===== config.mk =====
export PLATFORM = sky130hd
export DESIGN_NAME = char_lcd_nibble_sequencer
export DESIGN_NICKNAME = d
export VERILOG_FILES = /design/src/clns_pkg.sv /design/src/clns_front.sv /design/src/clns_queue.sv /design/src/clns_back.sv /design/src/char_lcd_nibble_sequencer.sv
export SDC_FILE = /design/constraint.sdc
export NUM_CORES = 1
export LEC_CHECK = 0
export ABC_CLOCK_PERIOD_IN_PS = 7100
export BUFFER_PORTS_ARGS = -buffer_cell sky130_fd_sc_hd__buf_2
export CAP_MARGIN = 20
export CORE_ASPECT_RATIO = 2
export CORE_UTILIZATION = 55
export CTS_BUF_LIST = sky130_fd_sc_hd__clkbuf_4
export DETAILED_ROUTE_END_ITERATION = 8
export GPL_TIMING_DRIVEN = 0
export PLACE_DENSITY = 0.81
export SLEW_MARGIN = 15
export SYNTH_ARGS = -nofsm -noshare
export SYNTH_HDL_FRONTEND = slang
export SYNTH_SLANG_ARGS = --single-unit

===== constraint.sdc =====
create_clock -name clk_i -period 7.1 [get_ports clk_i]
set_input_delay 1.065 -clock clk_i [delete_from_list [all_inputs] [get_ports clk_i]]
set_output_delay 1.065 -clock clk_i [all_outputs]
set_load 0.02 [all_outputs]

===== src/clns_pkg.sv =====
// ----------------------------------------------------------------------------
// clns_pkg
// Shared types, constants and helpers of the character LCD nibble sequencer.
// ----------------------------------------------------------------------------
package clns_pkg;

  // Command codes carried by an input item
  typedef enum logic [1:0] {
    OP_INIT   = 2'd0,
    OP_CHAR   = 2'd1,
    OP_CURSOR = 2'd2,
    OP_CLEAR  = 2'd3
  } op_e;

  // Register indexes on the configuration port
  localparam logic [1:0] REG_POWER_ON_WAIT = 2'd0;
  localparam logic [1:0] REG_LONG_WAIT     = 2'd1;
  localparam logic [1:0] REG_SHORT_WAIT    = 2'd2;
  localparam logic [1:0] REG_WRAP_COLUMN   = 2'd3;

  localparam int unsigned PADDR_W = 4;
  localparam int unsigned PDATA_W = 32;

  // Register reset values
  localparam logic [7:0] POWER_ON_WAIT_RST = 8'd100;
  localparam logic [7:0] LONG_WAIT_RST     = 8'd20;
  localparam logic [7:0] SHORT_WAIT_RST    = 8'd1;
  localparam logic [4:0] WRAP_COLUMN_RST   = 5'd8;

  // LCD command bytes and limits
  localparam logic [7:0] CURSOR_LINE1 = 8'h80;
  localparam logic [7:0] CURSOR_LINE2 = 8'hC0;
  localparam logic [7:0] CLEAR_CMD    = 8'h01;
  localparam logic [4:0] COUNT_MAX    = 5'd31;
  localparam logic [3:0] INIT_LAST    = 4'd13;

  // Depth of the command queue between front and back
  localparam int unsigned QUEUE_DEPTH = 2;

  typedef struct packed {
    op_e        op;
    logic [7:0] char_code;
    logic       line_two;
    logic       word_start;
  } in_item_t;

  typedef struct packed {
    logic       reg_select;
    logic [3:0] nibble;
    logic [7:0] wait_before_ms;
    logic [7:0] wait_after_ms;
    logic       last;
  } out_item_t;

  // Configuration register set
  typedef struct packed {
    logic [7:0] power_on_wait_ms;
    logic [7:0] long_wait_ms;
    logic [7:0] short_wait_ms;
    logic [4:0] wrap_column;
  } cfg_t;

  // Classified command handed from front to back
  typedef struct packed {
    op_e        op;
    logic       wrap;  // move cursor to line two before the character
    logic [7:0] data;  // character byte or cursor command byte
  } desc_t;

  // Power-on init nibble series
  function automatic logic [3:0] init_nibble(input logic [3:0] step);
    logic [3:0] nib;
    case (step)
      4'd0, 4'd1, 4'd2: nib = 4'h3;
      4'd3, 4'd4:       nib = 4'h2;
      4'd5, 4'd7:       nib = 4'h8;
      4'd9:             nib = 4'h1;
      4'd11:            nib = 4'h6;
      4'd13:            nib = 4'hF;
      default:          nib = 4'h0;
    endcase
    return nib;
  endfunction

endpackage


===== src/clns_front.sv =====
// ----------------------------------------------------------------------------
// clns_front
// Accepts command items, tracks the word character count and classifies
// each command into a descriptor for the back end.
// ----------------------------------------------------------------------------
module clns_front (
  input  logic              clk_i,
  input  logic              rst_ni,
  input  clns_pkg::cfg_t    cfg_i,
  input  logic              in_valid_i,
  output logic              in_ready_o,
  input  clns_pkg::in_item_t in_data_i,
  output logic              push_valid_o,
  input  logic              push_ready_i,
  output clns_pkg::desc_t   push_data_o
);

  logic [4:0] count_q, count_d;
  logic [4:0] base;
  logic       accept;

  assign in_ready_o   = push_ready_i;
  assign push_valid_o = in_valid_i;
  assign accept       = in_valid_i && push_ready_i;

  // Restart the count on the first character of a word
  assign base = in_data_i.word_start ? 5'd0 : count_q;

  // Build the descriptor
  always_comb begin
    push_data_o.op   = in_data_i.op;
    push_data_o.wrap = 1'b0;
    push_data_o.data = 8'h00;
    case (in_data_i.op)
      clns_pkg::OP_CHAR: begin
        push_data_o.wrap = (base == cfg_i.wrap_column);
        push_data_o.data = in_data_i.char_code;
      end
      clns_pkg::OP_CURSOR: begin
        push_data_o.data = in_data_i.line_two ? clns_pkg::CURSOR_LINE2
                                              : clns_pkg::CURSOR_LINE1;
      end
      default: begin
        push_data_o.data = 8'h00;
      end
    endcase
  end

  // Advance the count on characters, hold at the maximum
  always_comb begin
    count_d = count_q;
    if (accept && (in_data_i.op == clns_pkg::OP_CHAR)) begin
      count_d = (base == clns_pkg::COUNT_MAX) ? base : base + 5'd1;
    end
  end

  always_ff @(posedge clk_i or negedge rst_ni) begin
    if (!rst_ni) begin
      count_q <= 5'd0;
    end else begin
      count_q <= count_d;
    end
  end

endmodule


===== src/clns_queue.sv =====
// ----------------------------------------------------------------------------
// clns_queue
// Small FIFO of command descriptors between front and back end.
// ----------------------------------------------------------------------------
module clns_queue #(
  parameter int unsigned Depth = clns_pkg::QUEUE_DEPTH
) (
  input  logic            clk_i,
  input  logic            rst_ni,
  input  logic            push_valid_i,
  output logic            push_ready_o,
  input  clns_pkg::desc_t push_data_i,
  output logic            pop_valid_o,
  input  logic            pop_ready_i,
  output clns_pkg::desc_t pop_data_o
);

  localparam int unsigned PtrW = (Depth > 1) ? $clog2(Depth) : 1;
  localparam int unsigned CntW = $clog2(Depth + 1);
  localparam logic [PtrW-1:0] LastPtr = PtrW'(Depth - 1);
  localparam logic [CntW-1:0] Full    = CntW'(Depth);

  clns_pkg::desc_t entry_q [Depth];
  logic [PtrW-1:0] wptr_q, wptr_d, rptr_q, rptr_d;
  logic [CntW-1:0] cnt_q, cnt_d;
  logic            push, pop;

  assign push_ready_o = (cnt_q != Full);
  assign pop_valid_o  = (cnt_q != '0);
  assign pop_data_o   = entry_q[rptr_q];
  assign push         = push_valid_i && push_ready_o;
  assign pop          = pop_valid_o && pop_ready_i;

  // Advance pointers with wrap, track fill level
  always_comb begin
    wptr_d = wptr_q;
    rptr_d = rptr_q;
    cnt_d  = cnt_q;
    if (push) begin
      wptr_d = (wptr_q == LastPtr) ? '0 : wptr_q + 1'b1;
    end
    if (pop) begin
      rptr_d = (rptr_q == LastPtr) ? '0 : rptr_q + 1'b1;
    end
    if (push && !pop) begin
      cnt_d = cnt_q + 1'b1;
    end else if (pop && !push) begin
      cnt_d = cnt_q - 1'b1;
    end
  end

  always_ff @(posedge clk_i or negedge rst_ni) begin
    if (!rst_ni) begin
      wptr_q <= '0;
      rptr_q <= '0;
      cnt_q  <= '0;
    end else begin
      wptr_q <= wptr_d;
      rptr_q <= rptr_d;
      cnt_q  <= cnt_d;
    end
  end

  // Store descriptors
  always_ff @(posedge clk_i) begin
    if (push) begin
      entry_q[wptr_q] <= push_data_i;
    end
  end

endmodule


===== src/clns_back.sv =====
// ----------------------------------------------------------------------------
// clns_back
// Steps through the nibble transfers of the descriptor at the queue head and
// loads them into the output register one per cycle while the output is not held.
// ----------------------------------------------------------------------------
module clns_back (
  input  logic                clk_i,
  input  logic                rst_ni,
  input  clns_pkg::cfg_t      cfg_i,
  input  logic                pop_valid_i,
  output logic                pop_ready_o,
  input  clns_pkg::desc_t     pop_data_i,
  output logic                out_valid_o,
  input  logic                out_ready_i,
  output clns_pkg::out_item_t out_data_o
);

  logic [3:0]          step_q, step_d;
  logic [3:0]          final_step;
  logic                is_last, load;
  logic                out_valid_q, out_valid_d;
  clns_pkg::out_item_t out_q, item;

  // Last step of each command
  always_comb begin
    case (pop_data_i.op)
      clns_pkg::OP_INIT: final_step = clns_pkg::INIT_LAST;
      clns_pkg::OP_CHAR: final_step = pop_data_i.wrap ? 4'd3 : 4'd1;
      default:           final_step = 4'd1;
    endcase
  end

  assign is_last = (step_q == final_step);
  assign load    = pop_valid_i && (!out_valid_q || out_ready_i);
  assign pop_ready_o = load && is_last;

  // Form the transfer for the current step
  always_comb begin
    item.reg_select     = 1'b0;
    item.nibble         = 4'h0;
    item.wait_before_ms = 8'd0;
    item.wait_after_ms  = cfg_i.long_wait_ms;
    item.last           = is_last;
    case (pop_data_i.op)
      clns_pkg::OP_INIT: begin
        item.nibble = clns_pkg::init_nibble(step_q);
        if (step_q == 4'd0) begin
          item.wait_before_ms = cfg_i.power_on_wait_ms;
        end
      end
      clns_pkg::OP_CHAR: begin
        if (pop_data_i.wrap && !step_q[1]) begin
          // line-two cursor move ahead of the character
          item.nibble        = step_q[0] ? clns_pkg::CURSOR_LINE2[3:0]
                                         : clns_pkg::CURSOR_LINE2[7:4];
          item.wait_after_ms = step_q[0] ? cfg_i.short_wait_ms : cfg_i.long_wait_ms;
        end else begin
          item.reg_select    = 1'b1;
          item.nibble        = step_q[0] ? pop_data_i.data[3:0] : pop_data_i.data[7:4];
          item.wait_after_ms = cfg_i.short_wait_ms;
        end
      end
      clns_pkg::OP_CURSOR: begin
        item.nibble        = step_q[0] ? pop_data_i.data[3:0] : pop_data_i.data[7:4];
        item.wait_after_ms = step_q[0] ? cfg_i.short_wait_ms : cfg_i.long_wait_ms;
      end
      default: begin
        item.nibble = step_q[0] ? clns_pkg::CLEAR_CMD[3:0] : clns_pkg::CLEAR_CMD[7:4];
      end
    endcase
  end

  // Advance the step, drop the valid once the item is taken
  always_comb begin
    step_d      = step_q;
    out_valid_d = out_valid_q;
    if (load) begin
      step_d      = is_last ? 4'd0 : step_q + 4'd1;
      out_valid_d = 1'b1;
    end else if (out_ready_i) begin
      out_valid_d = 1'b0;
    end
  end

  always_ff @(posedge clk_i or negedge rst_ni) begin
    if (!rst_ni) begin
      step_q      <= 4'd0;
      out_valid_q <= 1'b0;
    end else begin
      step_q      <= step_d;
      out_valid_q <= out_valid_d;
    end
  end

  // Hold the transfer until taken
  always_ff @(posedge clk_i) begin
    if (load) begin
      out_q <= item;
    end
  end

  assign out_valid_o = out_valid_q;
  assign out_data_o  = out_q;

endmodule


===== src/char_lcd_nibble_sequencer.sv =====
// ----------------------------------------------------------------------------
// char_lcd_nibble_sequencer
// Turns LCD commands into the 4-bit nibble transfers of a character LCD.
// ----------------------------------------------------------------------------
// Usage:
//   Command items (init, write character, set cursor line, clear) enter on
//   the in_* valid/ready channel. Each produces a series of transfers on the
//   out_* channel: register select, nibble, wait before and after the enable
//   strobe, and a last flag on the final transfer of the command.
//   Init gives 14 transfers, a character 2 (or 4 when it wraps to line
//   two), set cursor line and clear 2 each.
//   When the block is empty, an accepted item is written into the queue and
//   its first transfer is then loaded into the back end's output register.
//   Throughput is one transfer per cycle while out_ready_i does not hold the
//   output, set by the back-end step counter. A two-entry queue lets the front
//   keep taking items while the back end works.
//   When out_ready_i is low the output register holds its transfer, the back
//   end stops, and once the queue fills in_ready_o falls.
//   Reset clears the queue, the word character count and the output valid,
//   and loads the register defaults. APB registers sit at byte addresses 0,
//   4, 8, 12; the user writes them only while the block is idle (not enforced).
// ----------------------------------------------------------------------------
module char_lcd_nibble_sequencer #(
  parameter int unsigned QueueDepth = clns_pkg::QUEUE_DEPTH
) (
  input  logic                         clk_i,
  input  logic                         rst_ni,
  input  logic                         psel,
  input  logic                         penable,
  input  logic                         pwrite,
  input  logic [clns_pkg::PADDR_W-1:0] paddr,
  input  logic [clns_pkg::PDATA_W-1:0] pwdata,
  output logic [clns_pkg::PDATA_W-1:0] prdata,
  output logic                         pready,
  input  logic                         in_valid_i,
  output logic                         in_ready_o,
  input  clns_pkg::in_item_t           in_data_i,
  output logic                         out_valid_o,
  input  logic                         out_ready_i,
  output clns_pkg::out_item_t          out_data_o
);

  clns_pkg::cfg_t  cfg_q, cfg_d;
  logic [1:0]      reg_idx;
  logic            cfg_write;
  logic            push_valid, push_ready, pop_valid, pop_ready;
  clns_pkg::desc_t push_data, pop_data;

  assign pready    = 1'b1;
  assign reg_idx   = paddr[3:2];
  assign cfg_write = psel && penable && pwrite && pready;

  // Register write decode
  always_comb begin
    cfg_d = cfg_q;
    if (cfg_write) begin
      case (reg_idx)
        clns_pkg::REG_POWER_ON_WAIT: cfg_d.power_on_wait_ms = pwdata[7:0];
        clns_pkg::REG_LONG_WAIT:     cfg_d.long_wait_ms     = pwdata[7:0];
        clns_pkg::REG_SHORT_WAIT:    cfg_d.short_wait_ms    = pwdata[7:0];
        default:                     cfg_d.wrap_column      = pwdata[4:0];
      endcase
    end
  end

  // Register readback
  always_comb begin
    case (reg_idx)
      clns_pkg::REG_POWER_ON_WAIT: prdata = {24'd0, cfg_q.power_on_wait_ms};
      clns_pkg::REG_LONG_WAIT:     prdata = {24'd0, cfg_q.long_wait_ms};
      clns_pkg::REG_SHORT_WAIT:    prdata = {24'd0, cfg_q.short_wait_ms};
      default:                     prdata = {27'd0, cfg_q.wrap_column};
    endcase
  end

  always_ff @(posedge clk_i or negedge rst_ni) begin
    if (!rst_ni) begin
      cfg_q.power_on_wait_ms <= clns_pkg::POWER_ON_WAIT_RST;
      cfg_q.long_wait_ms     <= clns_pkg::LONG_WAIT_RST;
      cfg_q.short_wait_ms    <= clns_pkg::SHORT_WAIT_RST;
      cfg_q.wrap_column      <= clns_pkg::WRAP_COLUMN_RST;
    end else begin
      cfg_q <= cfg_d;
    end
  end

  clns_front u_front (
    .clk_i        (clk_i),
    .rst_ni       (rst_ni),
    .cfg_i        (cfg_q),
    .in_valid_i   (in_valid_i),
    .in_ready_o   (in_ready_o),
    .in_data_i    (in_data_i),
    .push_valid_o (push_valid),
    .push_ready_i (push_ready),
    .push_data_o  (push_data)
  );

  clns_queue #(
    .Depth (QueueDepth)
  ) u_queue (
    .clk_i        (clk_i),
    .rst_ni       (rst_ni),
    .push_valid_i (push_valid),
    .push_ready_o (push_ready),
    .push_data_i  (push_data),
    .pop_valid_o  (pop_valid),
    .pop_ready_i  (pop_ready),
    .pop_data_o   (pop_data)
  );

  clns_back u_back (
    .clk_i       (clk_i),
    .rst_ni      (rst_ni),
    .cfg_i       (cfg_q),
    .pop_valid_i (pop_valid),
    .pop_ready_o (pop_ready),
    .pop_data_i  (pop_data),
    .out_valid_o (out_valid_o),
    .out_ready_i (out_ready_i),
    .out_data_o  (out_data_o)
  );

endmodule

==> metrics.txt <==
status complete, no violations; worst endpoint required time 6.03 ns; # fillers 598; asr flop ratio synth 0.494; largest net degree at the start of global routing 44; Slew @ Worst Pin 1.08 ns; Synth Register Bits 87; P_leak 2.20 nW; Cells after Synth 325; Die X 64.2 um; ANT nets after route 0; dpl cell area 0.00476 mm2; input/output buffers 60; register area 0.00241 mm2; unrepaired setup endpoints after global routing no; CTS tree done; Max Slew Vio Count 0; Nets 486; share of cells above drive strength 1 0.361; crit end category output port; sequential area share after synthesis 0.566; Routability Congestion 0.896; Avg Vias per Cell 5.36; min-delay src u_queue.wptr_q$_DFFE_PN0P_; Synth Cell Area 0.00425 mm2; crit start category primary input; Crit Reg-Reg Startpoint u_queue.rptr_q$_DFFE_PN0P_; Design Area, Final 0.00499 mm2; CP Launch Point paddr[3]; post-synth top area share 0.311; core area 0.00754 mm2; total of max-cap violations 0; first-pass GRT wire length 13.2 mm; post-CTS setup buffers 0; H-Tree Depth 3; Distinct cells, synth 49; Synth Warn # 0; top cells by area, synth edfxtp_1, dfrtp_1, mux2_2; GRT Util Overall 0.218; HPWL after DPL 5.91 mm; number of synthesized flops with an enable pin 44; crit path time final 3.40 ns; hold buffer count at CTS 0; Hold Vio Cnt, Final 0; routed length per instance 15.4 um; Root Driver clkbuf_4; Hold WC Path Type flop to flop; crit-path max FO 10; die area 0.00811 mm2; Inserted Clock Buffers 9; multi-input logic area 0.00165 mm2; row cnt 45; commonest cells in the netlist edfxtp_1, dfrtp_1, mux2_2; Worst VDD drop 0.000236 V; Iter 0 DRT Violations 153; global route total overflow 0; post-CTS sizing 0; # DRC 0; 1st-pass router iterations 4; most common cell in the synthesized netlist edfxtp_1; post-synth top area cell edfxtp_1; clock tree buffer depth 2; Clock Sinks 87; routed vias 2780; Pwr Density 380 mW/mm2; Worst-Skew Late Latency 0.43 ns; IO Count 112; Worst EP arrival 2.34 ns; vias in the first global route 2760; DP Worst Slack 3.70 ns; clk slew on worst S/H paths 0.12 ns; die height 126 um; fin util 0.661; synth-to-layout area growth 17.2%; Post-Route Skew 0.0118 ns; ys flop type edfxtp_1; Final Cycle Share 0.479; Initial Util 0.564; Finish-stage setup viols 0; post-route setup TNS 0 ns; initial antenna violation count 1; CP Class primary input to output port; post-route worst setup slack 3.70 ns; routed wire length 7.98 mm; fmax 294 MHz; Syn Area/Cell 13.1 um2; max_slew headroom 0.281
logic make-up after synthesis:
| group | Yosys count | synth area share |
|---|---|---|
| flip-flops | 87 | 0.566 |
| XOR/XNOR | 8 | 0.0165 |
| buffers and inverters | 47 | 0.0656 |
| multiplexers | 45 | 0.142 |
| AO/OA/AOI/OAI | 49 | 0.0771 |
| AND/OR/NAND/NOR | 75 | 0.0959 |
| adder cells (fa/ha/maj) | 12 | 0.0353 |
| other | 2 | 0.00177 |
critical path, cell delays in order:
cell and delay (ns):
buf_2 0.12, buf_1 0.44, nor2b_1 0.36, nand2_1 0.08, o21ai_0 0.08, buf_2 0.19
final cells by class:
type	count	share of cell area
diodes	1	0.000502
plain buffers	32	0.0447
clock buffers	9	0.0136
clock inverters	7	0.0319
inverters	15	0.0113
multi-input cells	214	0.332
flip-flops and latches	87	0.483
well taps	94	0.0236
repair buffers	60	0.0602
layer usage:
metal / vias up / track usage / share of wire
met3: 19 / 0.0450 / 0.044
met4: 0 / 0.107 / 0.026
met2: 97 / 0.387 / 0.57
met5: - / 0 / 0
met1: 1340 / 0.241 / 0.36
li1: 1324 / - / -
through the flow:
step	hold WS (ns)	instances	power, mW
floorplan	0.461	348	1.30
global placement	0.478	502	1.47
detailed placement	0.491	502	1.50
CTS	0.510	518	1.90
global route	0.536	519	2.00
finish	0.506	519	1.89
cells in the final DEF (no fill, tap or decap), types with 2 or more instances in the layout:
cell,instances
buf_2,61
edfxtp_1,44
dfrtp_1,36
mux2_2,28
buf_4,25
conb_1,25
nand2_1,22
inv_1,14
and2_1,14
nor2_1,12
ha_1,12
o21ai_0,11
a22o_1,9
mux4_2,9
a21oi_1,9
clkbuf_4,9
nand3_1,7
dfstp_2,7
mux2i_1,6
nor2b_1,6
a31oi_1,6
xnor2_1,5
bufinv_16,5
clkbuf_1,4
and3_1,4
xor2_1,3
nand4_1,2
nor3_2,2
nand2b_1,2
o22ai_1,2
where the power goes:
| part | internal (mW) | switching (mW) | total (mW) | leakage (nW) |
|---|---|---|---|---|
| sequential | 0.728 | 0.0870 | 0.815 | 0.942 |
| clock | 0.247 | 0.158 | 0.405 | 0.118 |
| combinational | 0.268 | 0.404 | 0.673 | 1.14 |
state kept, by name, indices dropped and copies added, names as in the netlist:
register            count
u_back.out_valid_o      1
u_back.out_data_o      22
u_queue.entry_q        22
cfg_q                  29
u_back.step_q           4
u_queue.wptr_q          1
u_queue.rptr_q          1
u_queue.cnt_q           2
u_front.count_q         5
final timing paths:
kind                                                end  slack (ns)  cells past startpoint
setup / recovery                              prdata[6]        3.70                      6
hold / removal               u_queue.wptr_q$_DFFE_PN0P_        0.51                      1
setup reg to reg           u_queue.cnt_q[1]$_DFFE_PN0P_        4.36                     11
hold reg to reg              u_queue.wptr_q$_DFFE_PN0P_        0.51                      1
max in group asynchronous         cfg_q[24]$_DFFE_PN0P_        5.73                      1
min in group asynchronous         cfg_q[19]$_DFFE_PN0P_        0.76                      1
No activity file was read; power rests on OpenSTA's default activity.
